==> src/hw/rtl/uhs_pkg.sv <==
`timescale 1ns / 1ps
// ----------------------------------------------------------------------------
// uhs_pkg
// Shared constants, codes and bundles of the undo history stack.
// ----------------------------------------------------------------------------
package uhs_pkg;

  localparam int HIST_DEPTH = 1024;
  localparam int IDX_W      = $clog2(HIST_DEPTH);
  localparam int WORD_W     = 32;
  localparam int MODE_W     = 3;
  localparam int OPC_W      = 16;
  localparam int CNT_W      = 8;
  localparam int STEP_W     = 10;
  localparam int LIMIT_W    = 11;

  localparam logic [LIMIT_W-1:0] LIMIT_RESET = LIMIT_W'(HIST_DEPTH);
  localparam logic [CNT_W-1:0]   MAX_COUNT   = 8'd254;

  // header word layout
  localparam int OPC_LSB  = 0;
  localparam int FWD_LSB  = 16;
  localparam int BACK_LSB = 24;

  typedef enum logic [MODE_W-1:0] {
    MODE_BEGIN = 3'd0,
    MODE_VALUE = 3'd1,
    MODE_BACK  = 3'd2,
    MODE_FWD   = 3'd3,
    MODE_CLEAR = 3'd4,
    MODE_READ  = 3'd5
  } mode_t;

  typedef enum logic [1:0] {
    S_IDLE,
    S_EXEC,
    S_TERM,
    S_REPORT
  } state_t;

  typedef enum logic [1:0] {
    RD_CURSOR,
    RD_BACK,
    RD_INDEX
  } rdsrc_t;

  typedef enum logic [2:0] {
    RES_ZERO,
    RES_REJECT,
    RES_ATEND,
    RES_FWD,
    RES_BACK,
    RES_READ
  } ressel_t;

  typedef struct packed {
    logic    latch;
    logic    rd_en;
    rdsrc_t  rd_src;
    logic    wr_hdr;
    logic    wr_val;
    logic    wr_term;
    logic    back_move;
    logic    fwd_move;
    logic    clear;
    logic    res_load;
    ressel_t res_sel;
  } cmd_t;

  typedef struct packed {
    logic [MODE_W-1:0] mode;
    logic              pending;
    logic              vl_last;
    logic              count_zero;
    logic              begin_ok;
    logic              cursor_zero;
    logic              cursor_at_used;
    logic              slot_free;
  } sts_t;

  typedef struct packed {
    logic              at_end;
    logic              from_start;
    logic              to_end;
    logic              rejected;
    logic [STEP_W-1:0] step_index;
    logic [OPC_W-1:0]  found_opcode;
    logic [CNT_W-1:0]  found_count;
    logic [WORD_W-1:0] read_data;
  } res_t;

  function automatic logic [CNT_W-1:0] skip_to_count(input logic [CNT_W-1:0] skip);
    return (skip == '0) ? '0 : skip - CNT_W'(1);
  endfunction

endpackage

==> src/hw/rtl/uhs_ctrl.sv <==
`timescale 1ns / 1ps
// ----------------------------------------------------------------------------
// uhs_ctrl
// Sequencer: accepts an item, runs its memory accesses, queues the result.
// ----------------------------------------------------------------------------
module uhs_ctrl (
  input  logic          clk,
  input  logic          rst_n,
  input  logic          in_valid,
  output logic          in_ready,
  input  uhs_pkg::sts_t sts,
  output uhs_pkg::cmd_t cmd
);
  import uhs_pkg::*;

  state_t state_r, state_nxt;

  always_ff @(posedge clk) begin
    if (!rst_n) begin
      state_r <= S_IDLE;
    end else begin
      state_r <= state_nxt;
    end
  end

  always_comb begin
    state_nxt = state_r;
    cmd       = '0;
    in_ready  = 1'b0;
    unique case (state_r)
      S_IDLE: begin
        in_ready   = sts.slot_free;
        cmd.rd_en  = 1'b1;
        cmd.rd_src = RD_CURSOR;
        if (in_valid && sts.slot_free) begin
          cmd.latch = 1'b1;
          state_nxt = S_EXEC;
        end
      end
      S_EXEC: begin
        state_nxt = S_IDLE;
        case (sts.mode)
          MODE_BEGIN: begin
            if (!sts.begin_ok) begin
              cmd.res_load = 1'b1;
              cmd.res_sel  = RES_REJECT;
            end else begin
              cmd.wr_hdr = 1'b1;
              if (sts.count_zero) begin
                state_nxt = S_TERM;
              end else begin
                cmd.res_load = 1'b1;
                cmd.res_sel  = RES_ZERO;
              end
            end
          end
          MODE_VALUE: begin
            if (!sts.pending) begin
              cmd.res_load = 1'b1;
              cmd.res_sel  = RES_REJECT;
            end else begin
              cmd.wr_val = 1'b1;
              if (sts.vl_last) begin
                state_nxt = S_TERM;
              end else begin
                cmd.res_load = 1'b1;
                cmd.res_sel  = RES_ZERO;
              end
            end
          end
          MODE_BACK: begin
            if (sts.pending || sts.cursor_zero) begin
              cmd.res_load = 1'b1;
              cmd.res_sel  = RES_ATEND;
            end else begin
              cmd.back_move = 1'b1;
              cmd.rd_en     = 1'b1;
              cmd.rd_src    = RD_BACK;
              state_nxt     = S_REPORT;
            end
          end
          MODE_FWD: begin
            cmd.res_load = 1'b1;
            if (sts.pending || sts.cursor_at_used) begin
              cmd.res_sel = RES_ATEND;
            end else begin
              cmd.fwd_move = 1'b1;
              cmd.res_sel  = RES_FWD;
            end
          end
          MODE_CLEAR: begin
            cmd.clear    = 1'b1;
            cmd.res_load = 1'b1;
            cmd.res_sel  = RES_ZERO;
          end
          MODE_READ: begin
            cmd.rd_en  = 1'b1;
            cmd.rd_src = RD_INDEX;
            state_nxt  = S_REPORT;
          end
          default: begin
            cmd.res_load = 1'b1;
            cmd.res_sel  = RES_ZERO;
          end
        endcase
      end
      S_TERM: begin
        cmd.wr_term  = 1'b1;
        cmd.res_load = 1'b1;
        cmd.res_sel  = RES_ZERO;
        state_nxt    = S_IDLE;
      end
      S_REPORT: begin
        cmd.res_load = 1'b1;
        cmd.res_sel  = (sts.mode == MODE_READ) ? RES_READ : RES_BACK;
        state_nxt    = S_IDLE;
      end
      default: begin
        state_nxt = S_IDLE;
      end
    endcase
  end

  // an accepted item is always executed next
  a_accept_exec: assert property (@(posedge clk) disable iff (!rst_n)
    (in_valid && in_ready) |=> (state_r == S_EXEC))
    else $error("accepted item not executed");

  // terminator write only follows the execute cycle
  a_term_after_exec: assert property (@(posedge clk) disable iff (!rst_n)
    (state_r == S_TERM) |-> ($past(state_r) == S_EXEC))
    else $error("terminator state entered out of order");

  // items are only taken while idle
  a_ready_idle: assert property (@(posedge clk) disable iff (!rst_n)
    in_ready |-> (state_r == S_IDLE))
    else $error("input ready outside idle state");

endmodule

==> config.mk <==
export PLATFORM = sky130hd
export DESIGN_NAME = uhs_ctrl
export DESIGN_NICKNAME = d
export VERILOG_FILES = /design/src/hw/rtl/uhs_pkg.sv /design/src/hw/rtl/uhs_ctrl.sv
export SDC_FILE = /design/constraint.sdc
export NUM_CORES = 1
export LEC_CHECK = 0
export ABC_AREA = 1
export BUFFER_PORTS_ARGS = -buffer_cell sky130_fd_sc_hd__clkbuf_2
export CAP_MARGIN = 25
export CORE_AREA = 2 2 39 41
export CTS_CLUSTER_DIAMETER = 50
export DETAILED_ROUTE_END_ITERATION = 7
export DIE_AREA = 0 0 41 43
export SKIP_CTS_REPAIR_TIMING = 1
export SYNTH_ARGS = -nofsm -noshare
export SYNTH_HDL_FRONTEND = slang
export SYNTH_SLANG_ARGS = --single-unit
==> constraint.sdc <==
create_clock -name clk -period 1.2 [get_ports clk]
set_input_delay 0.12 -clock clk [delete_from_list [all_inputs] [get_ports clk]]
set_output_delay 0.12 -clock clk [all_outputs]
set_load 0.01 [all_outputs]
## Word-level counts from Yosys, hierarchy flattened

Cells that the tools add are included.

- Output and inout port bits: 15
- Logic and storage cells: 51
- Register bits: 2
- Input bits: 13

- Reductions and logical operators: 6
- Multiplexer cells: 35
- Eq/ne operators: 9

Operators with widths:

| cell | count |
|---|---|
| $mux W4 | 5 |
| $pmux W4 S5 | 1 |
| $mux W1 | 15 |
| $mux W2 | 7 |
| $pmux W3 S2 | 2 |
| $pmux W4 S3 | 1 |
| $pmux W2 S4 | 1 |
| $eq A3 B2 Y1 const B | 2 |
| $eq A3 B3 Y1 const B | 2 |
| $mux W3 | 2 |
| $pmux W2 S3 | 1 |
| $eq A2 B2 Y1 const B | 2 |
| $eq A3 B1 Y1 const B | 1 |
| $logic_not A3 Y1 | 1 |
| $eq A2 B1 Y1 const B | 1 |
| $logic_not A2 Y1 | 1 |
| $logic_or A1 B1 Y1 | 2 |
| $ne A2 B2 Y1 const B | 1 |
| $reduce_or A2 Y1 | 1 |
| $logic_and A1 B1 Y1 | 1 |

## Logic depth before layout (Yosys ltp)

- Depth after elaboration: 4
- Mapped depth: 7
- Mapped depth without buffers: 7

## Least setup slack after synthesis

OpenSTA, ideal clock, no wires.

- Kind: register -> output
- Start: reg state_r[0]
- End: out cmd[13] in the netlist's numbering
- Path slack: 0.161 ns
- Buffers on the path: 0
- Arrival time: 0.919 ns
- Cell stages (with the launch flop): 6
- Data required time: 1.080 ns
- Cell sequence: dfxtp_1 nor2_1 inv_1 nor2_1 nand2_1 inv_1

RTL lines:

| element | RTL line | text |
|---|---|---|
| start: declaration | uhs_ctrl.sv:16 | `state_t state_r, state_nxt;` |
| start signal: assignment | uhs_ctrl.sv:22 | `state_r <= state_nxt;` |
| end: declaration | uhs_ctrl.sv:12 | `output uhs_pkg::cmd_t cmd` |

==> flow_summary.toml <==
[cts]
clkTransAtPathRegs_ns = 0.03
clk_latency_ns = 0.22
cts-htree-levels = 1
root_buffer = "clkbuf_4"
clkSinkCount = 2
cts_buffer_depth = 2
cts_tree = "yes"
cts_made_buffers = 3

[grt]
grt_use_total = 0.133
grt-ovfl-total = 0
antenna_found_initial = 0
grt_max_degree = 10
grt_pass1_vias = 433
grt_pass1_wl_mm = 1.75

[logic_synthesis]
synth.net_count = 82
syn-cell-area_um2 = 345
yosys_warnings = 0
synth_compound_area_frac = 0.0399
synth_adder_area_share = 0
synth_seq_cells = 2
synth.avg_cell_area_um2 = 5.00
synth-xor-area-share = 0
muxShareOfSynthArea = 0
synth-simple-area-share = 0.670
seq_area_frac_synth = 0.116
synthCells = 69
synth_top_family_by_area = "simple AND/OR/NAND/NOR gates"
synthDistinctLibCells = 15

[timing]
fin_crit_ns = 1.24
final_hold_viol_count = 0
final.setup.tns_ns = -0.0475
rsz0062_at_grt = "yes"
max_freq_mhz = 805
relSlewSlack = 0.839
slew_violations = 0
setup_violations = 2
period_share = 1.04
setup_slack_ns = -0.0424
worst_slew_pin_slew_ns = 0.241
skew_ns = 0.000163
holdWs_ns = 0.125

[place]
gp_congestion = 0.811
port_buffers = 27
pre_cts_slack_ns = 0.0781
hpwl_um = 849
dpl-instance-area_um2 = 500

[finish]
fin_area_um2 = 633
post-route-util = 0.458
antenna_cells = 0
largest_register_ffs = 2
layout-drive-gt1-share = 0.569
mostFrequentLayoutCell = "clkbuf_2"
final_cell_mix = "clkbuf_2 (17), nand2_1 (15), nor2_1 (10), buf_2 (10), inv_1 (9)"
largestRegisters = "state_r x2"
layout.nets = 117
top_register = "state_r"
area_growth_pct = 83.3

[detailed_routing]
firstDrtPassIters = 4
drc = 0
vias = 549
drtAntennaViolNets = 0
wl_mm = 1.13
vias_per_cell = 4.65
avgRoutedWirePerCell_um = 9.54
drt-initial-drc-count = 9

[worst_hold_path]
hold_class = "in2reg"

[setup_path]
crit_arrival_ns = 1.12
crit_fanout = 5
crit_chain = "inv_6, nand2_8, nor4_4, buf_2"
end_kind = "primary output"
crit_slowest_cell = "dfxtp_4"
crit_required_ns = 1.08
cp-start-kind = "flop"
slowest_delay_ns = 0.35
path_class = "reg2out"

[floorplan]
die_w_um = 41
die_y_um = 43
core_mm2 = 0.00138
start_util = 0.250
rows = 14
die_area_mm2 = 0.00176
ios = 28

[run_status]
outcome = "complete, but fails checks"
violations = "negative setup slack"

[pwr]
leakagePower_nw = 0.370
irDropWorstVdd_mv = 0.312
p_per_area_mw_per_mm2 = 546

[job]
maxCapViolations = 0
## cell usage after synthesis, drive strengths merged
cell | number | area, um2
dfxtp | 2 | 40.0
clkinv | 1 | 3.75
nand3 | 8 | 45.0
inv | 15 | 56.3
nor2 | 16 | 70.1
nor4 | 3 | 18.8
nand2 | 21 | 91.3
a21oi | 2 | 13.8
nand4 | 1 | 6.26
## cell families after synthesis
group,Yosys count
AO/OA/AOI/OAI,2
buffers and inverters,16
flip-flops,2
AND/OR/NAND/NOR,49
## path summary, 6_finish.rpt
| check | from | end | slack (ns) | cells past startpoint |
|---|---|---|---|---|
| hold / removal | rst_n | state_r[0]$_SDFFE_PN0P_ | 0.13 | 3 |
| setup / recovery | state_r[1]$_SDFFE_PN0P_ | cmd[8] | -0.04 | 4 |
| setup reg to reg | state_r[1]$_SDFFE_PN0P_ | state_r[0]$_SDFFE_PN0P_ | 0.19 | 6 |
| hold reg to reg | state_r[0]$_SDFFE_PN0P_ | state_r[1]$_SDFFE_PN0P_ | 0.67 | 4 |
## layer usage
layer | track usage | part of all wire | wire [um] | up-vias
met5 | 0 | 0 | 0 | -
met4 | 0.0200 | 0 | 0 | 0
met3 | 0 | 0.038 | 43 | 0
met2 | 0.191 | 0.53 | 596 | 16
met1 | 0.220 | 0.43 | 486 | 248
li1 | - | - | - | 285
## worst max-delay path, delay by kind of cell, from the launching register on
family                 cells  cell delay [ns]
buffers and inverters      2             0.24
flip-flops                 1             0.35
AND/OR/NAND/NOR            2             0.31
## cell type report
class | instances | area (um2)
Fill cell | 151 | 751
Multi-Input combinational cell | 52 | 328
Timing Repair Buffer | 29 | 150
Inverter | 16 | 65.1
Sequential cell | 2 | 47.5
Clock buffer | 3 | 22.5
Tap cell | 16 | 20.0
## per-stage QoR
stage | power, mW | std cells
after floorplan | 0.132 | 69
after global placement | 0.181 | 112
after detailed placement | 0.182 | 112
after CTS | 0.326 | 115
after global routing | 0.381 | 118
final | 0.346 | 118
## where the power goes
part	switching (mW)	leakage [nW]	internal [mW]
combinational	0.0845	0.338	0.0503
sequential	0.00507	0.0178	0.0658
clock	0.0305	0.0138	0.110
Note: power is estimated with default switching activity, not from simulation.
